==> src/hw/rtl/tlrq_pkg.sv <==
// Types and codes shared by the three-level ready queue and its testbench-free
// RTL. No dependencies.
`timescale 1ns / 1ps

package tlrq_pkg;

  // operation codes
  localparam logic OP_ENQUEUE = 1'b0;
  localparam logic OP_DEQUEUE = 1'b1;

  // result status codes
  localparam logic [1:0] ST_DONE  = 2'd0;
  localparam logic [1:0] ST_EMPTY = 2'd1;
  localparam logic [1:0] ST_FULL  = 2'd2;

  // internal level codes (memory region select); reported level is code + 1
  localparam logic [1:0] LC_TIME = 2'd0;
  localparam logic [1:0] LC_PRIO = 2'd1;
  localparam logic [1:0] LC_FIFO = 2'd2;

  // queue_level field values that select a sorted level
  localparam logic [1:0] QL_TIME = 2'd1;
  localparam logic [1:0] QL_PRIO = 2'd2;

  typedef struct packed {
    logic        operation;
    logic [7:0]  task_id;
    logic [1:0]  queue_level;
    logic [15:0] sort_key;
  } req_item_t;

  typedef struct packed {
    logic [1:0] status;
    logic [7:0] chosen_task;
    logic [1:0] chosen_level;
  } rsp_item_t;

endpackage

==> src/hw/rtl/tlrq_ram.sv <==
// Generic simple dual-port RAM: one write port, one read port, registered read.
// No dependencies.
`timescale 1ns / 1ps

module tlrq_ram #(
  parameter int WIDTH = 8,
  parameter int DEPTH = 16
) (
  input  logic                     clk,
  input  logic                     we,
  input  logic [$clog2(DEPTH)-1:0] waddr,
  input  logic [WIDTH-1:0]         wdata,
  input  logic                     re,
  input  logic [$clog2(DEPTH)-1:0] raddr,
  output logic [WIDTH-1:0]         rdata
);

  logic [WIDTH-1:0] mem [DEPTH];

  always_ff @(posedge clk) begin
    if (we) begin
      mem[waddr] <= wdata;
    end
    if (re) begin
      rdata <= mem[raddr];
    end
  end

endmodule

==> src/hw/rtl/three_level_ready_queue.sv <==
// Three-level ready queue: top level with sequencer, level pointers and the
// result register. Uses tlrq_pkg and one tlrq_ram instance for all entries.
`timescale 1ns / 1ps

//  channel | valid     | stall     | payload                | direction
//  --------+-----------+-----------+------------------------+----------
//  request | req_valid | req_stall | req (req_item_t)       | in
//  result  | rsp_valid | rsp_stall | rsp (rsp_item_t)       | out
//
// Sequence: an item is accepted in S_IDLE, then worked, then its result is
//   loaded from S_RESULT. FIFO enqueue, full drop, empty dequeue, enqueue into
//   an empty sorted level go straight to S_RESULT. Dequeue passes S_DEQ.
//   Sorted enqueue into a non-empty level walks S_SHIFT over k entries that move
//   (at most the level's count), then S_PLACE if all of them move; the walk is set
//   by the single read port of the entry RAM (one entry per cycle).
// Reset clears counts, head pointers, the sequencer and the result valid flag;
//   the entry RAM is not cleared (only entries inside a level are ever read).
// One item is in work at a time; the next item is taken while the previous
//   result still waits in the output register under rsp_stall.

module three_level_ready_queue #(
  parameter int QUEUE_DEPTH = 16,
  parameter int KEY_WIDTH   = 16
) (
  input  logic               clk,
  input  logic               rst,
  input  logic               req_valid,
  output logic               req_stall,
  input  tlrq_pkg::req_item_t req,
  output logic               rsp_valid,
  input  logic               rsp_stall,
  output tlrq_pkg::rsp_item_t rsp
);

  localparam int IDX_W     = $clog2(QUEUE_DEPTH);
  localparam int CNT_W     = $clog2(QUEUE_DEPTH + 1);
  localparam int SUM_W     = IDX_W + 1;
  localparam int ADDR_W    = IDX_W + 2;
  localparam int MEM_DEPTH = 3 << IDX_W;
  localparam int ENT_W     = 8 + KEY_WIDTH;
  localparam int KEY_EXT_W = (KEY_WIDTH > 16) ? KEY_WIDTH : 16;

  // sequencer states
  localparam logic [2:0] S_IDLE   = 3'd0;
  localparam logic [2:0] S_SHIFT  = 3'd1;
  localparam logic [2:0] S_PLACE  = 3'd2;
  localparam logic [2:0] S_DEQ    = 3'd3;
  localparam logic [2:0] S_RESULT = 3'd4;

  // circular index helpers
  function automatic logic [IDX_W-1:0] idx_inc(input logic [IDX_W-1:0] i);
    return (i == IDX_W'(QUEUE_DEPTH - 1)) ? '0 : i + 1'b1;
  endfunction

  function automatic logic [IDX_W-1:0] idx_dec(input logic [IDX_W-1:0] i);
    return (i == '0) ? IDX_W'(QUEUE_DEPTH - 1) : i - 1'b1;
  endfunction

  logic [2:0]       state;
  logic [IDX_W-1:0] head  [3];
  logic [CNT_W-1:0] count [3];
  logic [1:0]       lc_q;
  logic [IDX_W-1:0] slot;
  logic [CNT_W-1:0] remain;
  logic [7:0]       new_id;
  logic [KEY_WIDTH-1:0] new_key;
  tlrq_pkg::rsp_item_t  res;

  // decode of the incoming item
  logic                 accept;
  logic [1:0]           idle_lc;
  logic [1:0]           sel_lc;
  logic [CNT_W-1:0]     cnt_s;
  logic [IDX_W-1:0]     head_s;
  logic [SUM_W-1:0]     tail_sum;
  logic [IDX_W-1:0]     tail_s;
  logic [KEY_EXT_W-1:0] key_ext;
  logic [KEY_WIDTH-1:0] key_in;
  logic                 all_empty;
  logic                 lvl_full;

  // RAM ports
  logic              ram_we;
  logic [ADDR_W-1:0] ram_waddr;
  logic [ENT_W-1:0]  ram_wdata;
  logic              ram_re;
  logic [ADDR_W-1:0] ram_raddr;
  logic [ENT_W-1:0]  ram_rdata;

  // insertion compare
  logic [7:0]           rd_id;
  logic [KEY_WIDTH-1:0] rd_key;
  logic                 moves_back;
  logic [CNT_W-1:0]     remain_dec;
  logic                 rsp_load;

  assign req_stall = (state != S_IDLE);
  assign accept    = req_valid && (state == S_IDLE);

  assign all_empty = (count[0] == '0) && (count[1] == '0) && (count[2] == '0);

  always_comb begin
    if (req.operation == tlrq_pkg::OP_ENQUEUE) begin
      if (req.queue_level == tlrq_pkg::QL_TIME) begin
        idle_lc = tlrq_pkg::LC_TIME;
      end else if (req.queue_level == tlrq_pkg::QL_PRIO) begin
        idle_lc = tlrq_pkg::LC_PRIO;
      end else begin
        idle_lc = tlrq_pkg::LC_FIFO;
      end
    end else begin
      if (count[0] != '0) begin
        idle_lc = tlrq_pkg::LC_TIME;
      end else if (count[1] != '0) begin
        idle_lc = tlrq_pkg::LC_PRIO;
      end else begin
        idle_lc = tlrq_pkg::LC_FIFO;
      end
    end
  end

  assign sel_lc   = (state == S_IDLE) ? idle_lc : lc_q;
  assign cnt_s    = count[sel_lc];
  assign head_s   = head[sel_lc];
  assign tail_sum = SUM_W'(head_s) + SUM_W'(cnt_s);
  assign tail_s   = (tail_sum >= SUM_W'(QUEUE_DEPTH)) ?
                    IDX_W'(tail_sum - SUM_W'(QUEUE_DEPTH)) : IDX_W'(tail_sum);
  assign lvl_full = (cnt_s == CNT_W'(QUEUE_DEPTH));

  // only the low KEY_WIDTH bits of the key take part
  assign key_ext = KEY_EXT_W'(req.sort_key);
  assign key_in  = key_ext[KEY_WIDTH-1:0];

  assign rd_id      = ram_rdata[ENT_W-1:KEY_WIDTH];
  assign rd_key     = ram_rdata[KEY_WIDTH-1:0];
  // a stored entry moves back when the new key must go ahead of it;
  // equal keys never move, so ties leave in arrival order
  assign moves_back = (lc_q == tlrq_pkg::LC_PRIO) ? (rd_key < new_key) : (rd_key > new_key);
  assign remain_dec = remain - 1'b1;

  assign rsp_load = (state == S_RESULT) && (!rsp_valid || !rsp_stall);

  // RAM port steering
  always_comb begin
    ram_we    = 1'b0;
    ram_waddr = '0;
    ram_wdata = '0;
    ram_re    = 1'b0;
    ram_raddr = '0;
    case (state)
      S_IDLE: begin
        if (accept) begin
          if (req.operation == tlrq_pkg::OP_ENQUEUE) begin
            if (!lvl_full && (idle_lc == tlrq_pkg::LC_FIFO || cnt_s == '0)) begin
              ram_we    = 1'b1;
              ram_waddr = {idle_lc, tail_s};
              ram_wdata = {req.task_id, key_in};
            end else if (!lvl_full) begin
              ram_re    = 1'b1;
              ram_raddr = {idle_lc, idx_dec(tail_s)};
            end
          end else if (!all_empty) begin
            ram_re    = 1'b1;
            ram_raddr = {idle_lc, head_s};
          end
        end
      end
      S_SHIFT: begin
        ram_we    = 1'b1;
        ram_waddr = {lc_q, idx_inc(slot)};
        ram_wdata = moves_back ? ram_rdata : {new_id, new_key};
        if (moves_back && remain_dec != '0) begin
          ram_re    = 1'b1;
          ram_raddr = {lc_q, idx_dec(slot)};
        end
      end
      S_PLACE: begin
        ram_we    = 1'b1;
        ram_waddr = {lc_q, slot};
        ram_wdata = {new_id, new_key};
      end
      default: begin
        ram_we = 1'b0;
      end
    endcase
  end

  // sequencer, level pointers and counts
  always_ff @(posedge clk) begin
    if (rst) begin
      state <= S_IDLE;
      for (int l = 0; l < 3; l++) begin
        head[l]  <= '0;
        count[l] <= '0;
      end
    end else begin
      case (state)
        S_IDLE: begin
          if (accept) begin
            if (req.operation == tlrq_pkg::OP_ENQUEUE) begin
              if (lvl_full) begin
                // drop: level holds QUEUE_DEPTH tasks
                res   <= '{status: tlrq_pkg::ST_FULL, chosen_task: '0, chosen_level: '0};
                state <= S_RESULT;
              end else if (idle_lc == tlrq_pkg::LC_FIFO || cnt_s == '0) begin
                count[sel_lc] <= cnt_s + 1'b1;
                res   <= '{status: tlrq_pkg::ST_DONE, chosen_task: '0, chosen_level: '0};
                state <= S_RESULT;
              end else begin
                // walk from the tail toward the head, one entry per cycle
                slot   <= idx_dec(tail_s);
                remain <= cnt_s;
                state  <= S_SHIFT;
              end
            end else if (all_empty) begin
              res   <= '{status: tlrq_pkg::ST_EMPTY, chosen_task: '0, chosen_level: '0};
              state <= S_RESULT;
            end else begin
              head[sel_lc]  <= idx_inc(head_s);
              count[sel_lc] <= cnt_s - 1'b1;
              state         <= S_DEQ;
            end
            lc_q    <= idle_lc;
            new_id  <= req.task_id;
            new_key <= key_in;
          end
        end
        S_SHIFT: begin
          if (moves_back) begin
            if (remain_dec == '0) begin
              state <= S_PLACE;
            end else begin
              slot   <= idx_dec(slot);
              remain <= remain_dec;
            end
          end else begin
            count[sel_lc] <= cnt_s + 1'b1;
            res   <= '{status: tlrq_pkg::ST_DONE, chosen_task: '0, chosen_level: '0};
            state <= S_RESULT;
          end
        end
        S_PLACE: begin
          count[sel_lc] <= cnt_s + 1'b1;
          res   <= '{status: tlrq_pkg::ST_DONE, chosen_task: '0, chosen_level: '0};
          state <= S_RESULT;
        end
        S_DEQ: begin
          res   <= '{status: tlrq_pkg::ST_DONE, chosen_task: rd_id,
                     chosen_level: lc_q + 2'd1};
          state <= S_RESULT;
        end
        S_RESULT: begin
          if (rsp_load) begin
            state <= S_IDLE;
          end
        end
        default: begin
          state <= S_IDLE;
        end
      endcase
    end
  end

  // output register: hold under stall, drop valid once taken
  always_ff @(posedge clk) begin
    if (rst) begin
      rsp_valid <= 1'b0;
    end else if (rsp_load) begin
      rsp_valid <= 1'b1;
    end else if (!rsp_stall) begin
      rsp_valid <= 1'b0;
    end
  end

  always_ff @(posedge clk) begin
    if (rsp_load) begin
      rsp <= res;
    end
  end

  tlrq_ram #(
    .WIDTH (ENT_W),
    .DEPTH (MEM_DEPTH)
  ) u_entries (
    .clk   (clk),
    .we    (ram_we),
    .waddr (ram_waddr),
    .wdata (ram_wdata),
    .re    (ram_re),
    .raddr (ram_raddr),
    .rdata (ram_rdata)
  );

`ifndef SYNTHESIS
  a_count_bound: assert property (@(posedge clk) disable iff (rst)
    count[0] <= CNT_W'(QUEUE_DEPTH) && count[1] <= CNT_W'(QUEUE_DEPTH) &&
    count[2] <= CNT_W'(QUEUE_DEPTH))
    else $error("level count beyond queue depth");

  a_shift_remain: assert property (@(posedge clk) disable iff (rst)
    state == S_SHIFT |-> remain != '0 && lc_q != tlrq_pkg::LC_FIFO)
    else $error("insertion walk past the head or on the FIFO level");

  a_rsp_from_result: assert property (@(posedge clk) disable iff (rst)
    $rose(rsp_valid) |-> $past(state == S_RESULT))
    else $error("result shown without a finished item");

  a_fail_fields_zero: assert property (@(posedge clk) disable iff (rst)
    rsp_valid && rsp.status != tlrq_pkg::ST_DONE |->
      rsp.chosen_task == '0 && rsp.chosen_level == '0)
    else $error("failed item carries a task");
`endif

endmodule

==> config.mk <==
export PLATFORM = sky130hd
export DESIGN_NAME = three_level_ready_queue
export DESIGN_NICKNAME = d
export VERILOG_FILES = /design/src/hw/rtl/tlrq_pkg.sv /design/src/hw/rtl/tlrq_ram.sv /design/src/hw/rtl/three_level_ready_queue.sv
export SDC_FILE = /design/constraint.sdc
export NUM_CORES = 1
export LEC_CHECK = 0
export ABC_AREA = 1
export BUFFER_PORTS_ARGS = -buffer_cell sky130_fd_sc_hd__buf_2
export CAP_MARGIN = 10
export CELL_PAD_IN_SITES_DETAIL_PLACEMENT = 1
export CELL_PAD_IN_SITES_GLOBAL_PLACEMENT = 1
export CORE_ASPECT_RATIO = 1.4
export CORE_MARGIN = 2
export CORE_UTILIZATION = 47
export CTS_CLUSTER_DIAMETER = 30
export DETAILED_ROUTE_END_ITERATION = 10
export PLACE_DENSITY_LB_ADDON = 0.1
export SYNTH_ARGS = -nofsm -noshare
export SYNTH_HDL_FRONTEND = slang
export SYNTH_SLANG_ARGS = --single-unit
==> constraint.sdc <==
create_clock -name clk -period 5.9 [get_ports clk]
set_clock_uncertainty 0.2 [all_clocks]
set_input_delay 1.18 -clock clk [delete_from_list [all_inputs] [get_ports clk]]
set_output_delay 1.18 -clock clk [all_outputs]
set_load 0.03 [all_outputs]
==> flow_metrics.tcl, run 1 <==
set metrics [dict create \
    status "finished clean" \
    grt_start_max_net_pins 150 \
    postCtsSetupRepairBufs 0 \
    yosysMostFrequentCell "edfxtp_1" \
    hpwlAfterDp_um 115000 \
    yosys-top-cells-area "edfxtp_1 71%, nand3_1 9.1%, nand2_1 7.8%" \
    clkTransAtPathRegs_ns 0.05 \
    startpoint "count[0][2]$_SDFFCE_PN0P_" \
    crit_slowest_cell "nand3_1" \
    via_per_inst 6.02 \
    die_area_sq_mm 0.117 \
    cts_hold_buf 0 \
    cts_sinks 1275 \
    finalSetupViolCount 0 \
    rsz0062_at_grt "no" \
    max-slew-margin-rel_pct 16.1 \
    ant_nets 0 \
    syn_inst 4662 \
    cp-endpoint "u_entries.rdata[8]$_DFFE_PP_" \
    seq_area_frac_synth_pct 71.0 \
    period_needed_ns 5.51 \
    path_class "reg -> reg" \
    maxCapViolations 0 \
    die_w_um 290 \
    clock_path_buffers 3 \
    netlist_top_cells_count "1271 x edfxtp_1, 1122 x nand2_1, 975 x nand3_1" \
    cts_tree "yes" \
    crit_path_start_kind "flop" \
    synthArstFlopShare_pct 0 \
    initial_utilization_pct 47.2 \
    timing.rr.end "u_entries.rdata[8]$_DFFE_PP_" \
    synth_top_area_cell "edfxtp_1" \
    yosys_warnings 0 \
    synthesis.area_sq_mm 0.0539 \
    synthDistinctLibCells 51 \
    pre_cts_ws_ns -0.229 \
    end_kind "flop" \
    r2r-start "count[0][2]$_SDFFCE_PN0P_" \
    yosys.area.top_type_share_pct 70.8 \
    cp_data_arrival_time_ns 5.87 \
    finalWirelength_um 190000 \
    portBuffers 44 \
    drive_gt1_share_pct 15.7 \
    grt_first_pass_wirelength_um 278000 \
    drc 0 \
    clock_latency_ns 0.82 \
    max_stage_delay_ns 0.43 \
    final-max-slew-violation-count 0 \
    core_sq_mm 0.114 \
    min_path_type "reg -> reg" \
    cp.required_ns 6.26 \
    dr_total_vias 39800 \
    rr_worst_depth 29 \
    finalCritPeriodShare_pct 93.5 \
    first_pass_iters 6 \
    crit_fanout 32 \
    avgSynthCellArea_sq_um 11.6 \
    max_clock_freq_ghz 0.181 \
    cts_made_buffers 207 \
    gr-total-overflow 0 \
    cts_resized 0 \
    finalHoldViolCount 0 \
    cts_max_level 4 \
    leakagePower_nw 24.8 \
    r2r_slack_ns 0.39 \
    worst-path-stages 29 \
    nets 4996 \
    antenna_found_initial 4 \
    grt_pass1_vias 42400 \
    synth_flop_cell "edfxtp_1" \
    wl_per_cell_um 28.8 \
    synth_edf_count 1271 \
    worst_slew_pin_slew_ns 1.25 \
    irDropWorstVdd_mv 0.377 \
    detail_route.iter0.violations 3925 \
    instances_no_fill 6606 \
    ios 45 \
    area_growth_pct 22.4 \
    root_buffer "clkbuf_16" \
    place.gp.congestion 0.942 \
    num_rows 147 \
    worst_path_dominant_cell_family "simple AND/OR/NAND/NOR gates" \
    layout_setup_ws_ns 0.385 \
    critical_path_buf_inv_count 6 \
    grtUsageTotal_pct 32.4 \
    dp.cells 6216 \
    ys_ff_latch 1275 \
    die_height_um 405 \
    power.density_mw_per_mm2 626 \
]
-- where the power goes --
group | internal (W) | total [W] | switching [W]
logic | 0.00497 | 0.0167 | 0.0117
registers | 0.0117 | 0.0121 | 0.000347
clock network | 0.00798 | 0.0126 | 0.00459
total | 0.0247 | 0.0413 | 0.0166
-- logic make-up (layout without fill, tap and decap cells) --
| group | after synthesis | in the layout | share of synthesized area (%) |
|---|---|---|---|
| simple gates | 2451 | 2451 | 19.9 |
| compound gates | 417 | 417 | 4.38 |
| xor+xnor | 9 | 9 | 0.146 |
| fa+ha+maj | 30 | 30 | 0.697 |
| flops | 1275 | 1275 | 71.0 |
| other cells | 1 | 5 | 0.00696 |
| buf+inv | 479 | 929 | 3.89 |
-- flip-flops by register name (all words and copies together) (netlist names) --
signal,cells
u_entries.mem,1152
u_entries.rdata,24
count,20
head,16
new_key,16
res,12
rsp,12
new_id,8
remain,5
slot,4
state,3
lc_q,2
rsp_valid,1
-- area by class of cell --
cell class	count	area, sq um
clock inverters	162	1940
repair buffers	348	3950
fillers	11500	48300
well taps	1490	1860
diodes	1	2.50
flip-flops and latches	1275	38200
clock buffers	227	5320
inverters	192	733
multi-input cells	2911	13900
-- layout by cell type (no fill, tap or decap), types with 57 or more instances in the layout --
master     synthesis  routed
inv_1            182     182
edfxtp_1        1271    1271
nand2_1         1122    1120
nor2_1           255     206
o21ai_0          209     196
nand3_1          975     975
buf_12             0     116
buf_4              9     188
nand4_1           57      57
clkbuf_16          0     210
o21bai_1          58      58
-- worst min-delay path by stage --
stage                                    to              start  cells after the start  slack [ns]
final                     rsp[10]$_DFFE_PP_  res[10]$_DFFE_PP_                      0        0.21
after global routing       rsp[6]$_DFFE_PP_   res[6]$_DFFE_PP_                      0        0.23
after CTS                 rsp[10]$_DFFE_PP_  res[10]$_DFFE_PP_                      0        0.21
after detailed placement  rsp[10]$_DFFE_PP_  res[10]$_DFFE_PP_                      0        0.21
after global placement     rsp[3]$_DFFE_PP_   res[3]$_DFFE_PP_                      0        0.20
after floorplan            rsp[0]$_DFFE_PP_   res[0]$_DFFE_PP_                      0        0.20
-- layer usage --
layer  vias to the layer above  part of all wire [%]  track usage [%]
li1                      17200                     -                -
met1                     20500                    38             38.5
met2                      1608                    50             55.6
met3                       502                   6.2             5.58
met4                         2                   6.1             18.8
met5                         -                0.0058                0
-- metrics by stage --
stage / area (sq um) / hold WS (ns) / power (W) / setup TNS [ns] / util (%)
after floorplan: 53900 / 0.200 / 0.0210 / 0 / -
after global placement: 58700 / 0.204 / 0.0282 / -0.788 / 51.4
after detailed placement: 58700 / 0.207 / 0.0286 / -0.940 / 51.4
after CTS: 66000 / 0.211 / 0.0413 / 0 / 57.7
after global routing: 66000 / 0.229 / 0.0430 / 0 / 57.7
final: 66000 / 0.211 / 0.0413 / 0 / 57.7
Power figures use the tool's default switching activity.
==> inputs of run 2 (changes only) <==
--- a/config.mk
+++ b/config.mk
@@ -6,7 +6,6 @@
 export NUM_CORES = 1
 export LEC_CHECK = 0
 export ABC_AREA = 1
-export BUFFER_PORTS_ARGS = -buffer_cell sky130_fd_sc_hd__buf_2
 export CAP_MARGIN = 10
 export CELL_PAD_IN_SITES_DETAIL_PLACEMENT = 1
 export CELL_PAD_IN_SITES_GLOBAL_PLACEMENT = 1
@@ -15,6 +14,7 @@
 export CORE_UTILIZATION = 47
 export CTS_CLUSTER_DIAMETER = 30
 export DETAILED_ROUTE_END_ITERATION = 10
+export DONT_BUFFER_PORTS = 1
 export PLACE_DENSITY_LB_ADDON = 0.1
 export SYNTH_ARGS = -nofsm -noshare
 export SYNTH_HDL_FRONTEND = slang
==> run 2 against run 1 <==
Count of clock-buffer cells in the layout is 5 lower. Sequential share of layout area about the same. Cell area about the same. Maximum frequency is 3.3% higher. Sequential power barely moved. Largest power group unchanged. Largest cell class unchanged. Clock power is 3% higher. Via count shrank 2.0%. First-iteration DRC count shrank 17%. Non-clock buffer count decreased by 63. Die area stayed put.
==> flow_metrics.tcl, run 2 (synthesis gave the netlist of run 1 again) <==
set metrics [dict create \
    fillCellCount 11400 \
    grtUsageTotal_pct 31.6 \
    max_stage_delay_ns 0.42 \
    final-max-slew-violation-count 0 \
    ios 45 \
    switching_share_pct 40.0 \
    power.density_mw_per_mm2 627 \
    detail_route.iter0.violations 3254 \
    crit_path_start_kind "flop" \
    drive_gt1_share_pct 15.2 \
    layout_common_cells "1271 x edfxtp_1, 1120 x nand2_1, 975 x nand3_1, 215 x clkbuf_16, 206 x nor2_1" \
    area_growth_pct 22.4 \
    clkTransAtPathRegs_ns 0.05 \
    die_height_um 405 \
    path_class "reg -> reg" \
    cp.required_ns 6.25 \
    die_area_sq_mm 0.117 \
    multiInputGateArea_sq_mm 0.0139 \
    ant_nets 0 \
    place.gp.congestion 0.897 \
    postCtsSetupRepairBufs 0 \
    cts_tree "yes" \
    crit_fanout 37 \
    gr-total-overflow 0 \
    hpwlAfterDp_um 113000 \
    p_int_w 0.0248 \
    p_clk_share_pct 31.4 \
    maxCapViolations 0 \
    status "finished clean" \
    wl_per_cell_um 28.2 \
    dp.cells 6150 \
    drc 0 \
    pwr-share-seq_pct 29.3 \
    first_pass_iters 5 \
    cp_common_cell "nand3_1" \
    cts_made_buffers 211 \
    nets 4937 \
    largestRegisters "u_entries.mem: 1152 flops, u_entries.rdata: 24 flops, count: 20 flops" \
    antenna_found_initial 6 \
    leakagePower_nw 24.7 \
    die_w_um 290 \
    worst_path_dominant_cell_family "simple AND/OR/NAND/NOR gates" \
    via_per_inst 5.94 \
    finalSetupTns_ns 0 \
    largest_reg_flops 1152 \
    grt_pass1_vias 41300 \
    finalWirelength_um 185000 \
    period_needed_ns 5.34 \
    finalHoldViolCount 0 \
    initial_utilization_pct 47.2 \
    p_switching_w 0.0165 \
    grt_start_max_net_pins 83 \
    cts_hold_buf 0 \
    seq_area_sq_mm 0.0382 \
    irDropWorstVdd_mv 0.373 \
    worst_slew_pin_slew_ns 1.21 \
    cp_data_arrival_time_ns 5.69 \
    portBuffers 0 \
    cts_sinks 1275 \
    cts_resized 0 \
    cts_max_level 4 \
    min_path_type "reg -> reg" \
    finalSetupViolCount 0 \
    power_frac_comb_pct 39.3 \
    final_common_cell "edfxtp_1" \
    num_rows 147 \
    crit_slowest_cell "edfxtp_1" \
    end_kind "flop" \
    post-route-util_pct 57.7 \
    critical_path_buf_inv_count 6 \
    max_clock_freq_ghz 0.187 \
    grt_first_pass_wirelength_um 272000 \
    rsz0062_at_grt "no" \
    finalCritPeriodShare_pct 90.5 \
    max-slew-margin-rel_pct 19.0 \
    instances_no_fill 6557 \
    clock_latency_ns 0.84 \
    regMostFlops "u_entries.mem" \
    core_sq_mm 0.114 \
    root_buffer "clkbuf_16" \
    dr_total_vias 39000 \
    clock_path_buffers 3 \
]
## run 2: cell count changes in the layout (fill, tap and decap cells not counted), moves of 2 or more
cell        change
clkinv_16       +3
buf_2          -44
inv_6           -2
buf_4          -19
clkbuf_1       -10
inv_8           +7
clkbuf_16       +5
clkinv_1        -7
buf_12          -2
clkinv_4       +16
clkinvlp_4      +4
## run 2: path summary, 6_finish.rpt
path / slack, ns / to / start / cells past startpoint
worst max-delay path: 0.56 / u_entries.rdata[12]$_DFFE_PP_ / count[1][0]$_SDFFCE_PN0P_ / 29
worst min register to register: 0.21 / rsp[10]$_DFFE_PP_ / res[10]$_DFFE_PP_ / 0
worst min-delay path: 0.21 / rsp[10]$_DFFE_PP_ / res[10]$_DFFE_PP_ / 0
worst max register to register: 0.56 / u_entries.rdata[12]$_DFFE_PP_ / count[1][0]$_SDFFCE_PN0P_ / 29
## run 2: metrics by stage
step | hold slack, ns | power [W] | area, sq um | setup WS, ns
finish | 0.210 | 0.0413 | 65900 | 0.560
global route | 0.196 | 0.0431 | 65900 | 0.166
global placement | 0.200 | 0.0280 | 58300 | -0.134
CTS | 0.182 | 0.0414 | 65900 | 0.560
detailed placement | 0.209 | 0.0283 | 58300 | -0.161
floorplan | 0.200 | 0.0210 | 53900 | 0.284
## run 2: power by group through the flow
stage / sequential, W / combinational, W / clock [W]
floorplan: 0.0122 / 0.00880 / 0
global placement: 0.0122 / 0.0157 / 0
detailed placement: 0.0123 / 0.0160 / 0
CTS: 0.0121 / 0.0162 / 0.0131
global route: 0.0121 / 0.0175 / 0.0135
finish: 0.0121 / 0.0162 / 0.0130
## run 2: worst register-to-register path, delay by kind of cell (launching register included)
family / cells / cell delay (ns)
flops: 1 / 0.42
fa+ha+maj: 3 / 0.84
compound gates: 2 / 0.34
buf+inv: 6 / 0.87
simple gates: 18 / 2.43
## run 2: routing by layer
layer | track usage (%) | part of all wire, % | vias to the layer above
li1 | - | - | 17100
met1 | 38.2 | 38 | 20000
met2 | 55.2 | 51 | 1442
met3 | 5.66 | 6.3 | 406
met4 | 14.5 | 4.4 | 2
met5 | 0 | 0.0076 | -
## run 2: layout make-up
type                       instances  share of cell area (%)
antenna                            1                 0.00380
clock buffer                     222                    8.20
clock inverter                   181                    3.34
inverter                         192                    1.11
multi-input combinational       2911                    21.1
sequential                      1275                    58.0
tap                             1490                    2.83
timing repair buffer             285                    5.42
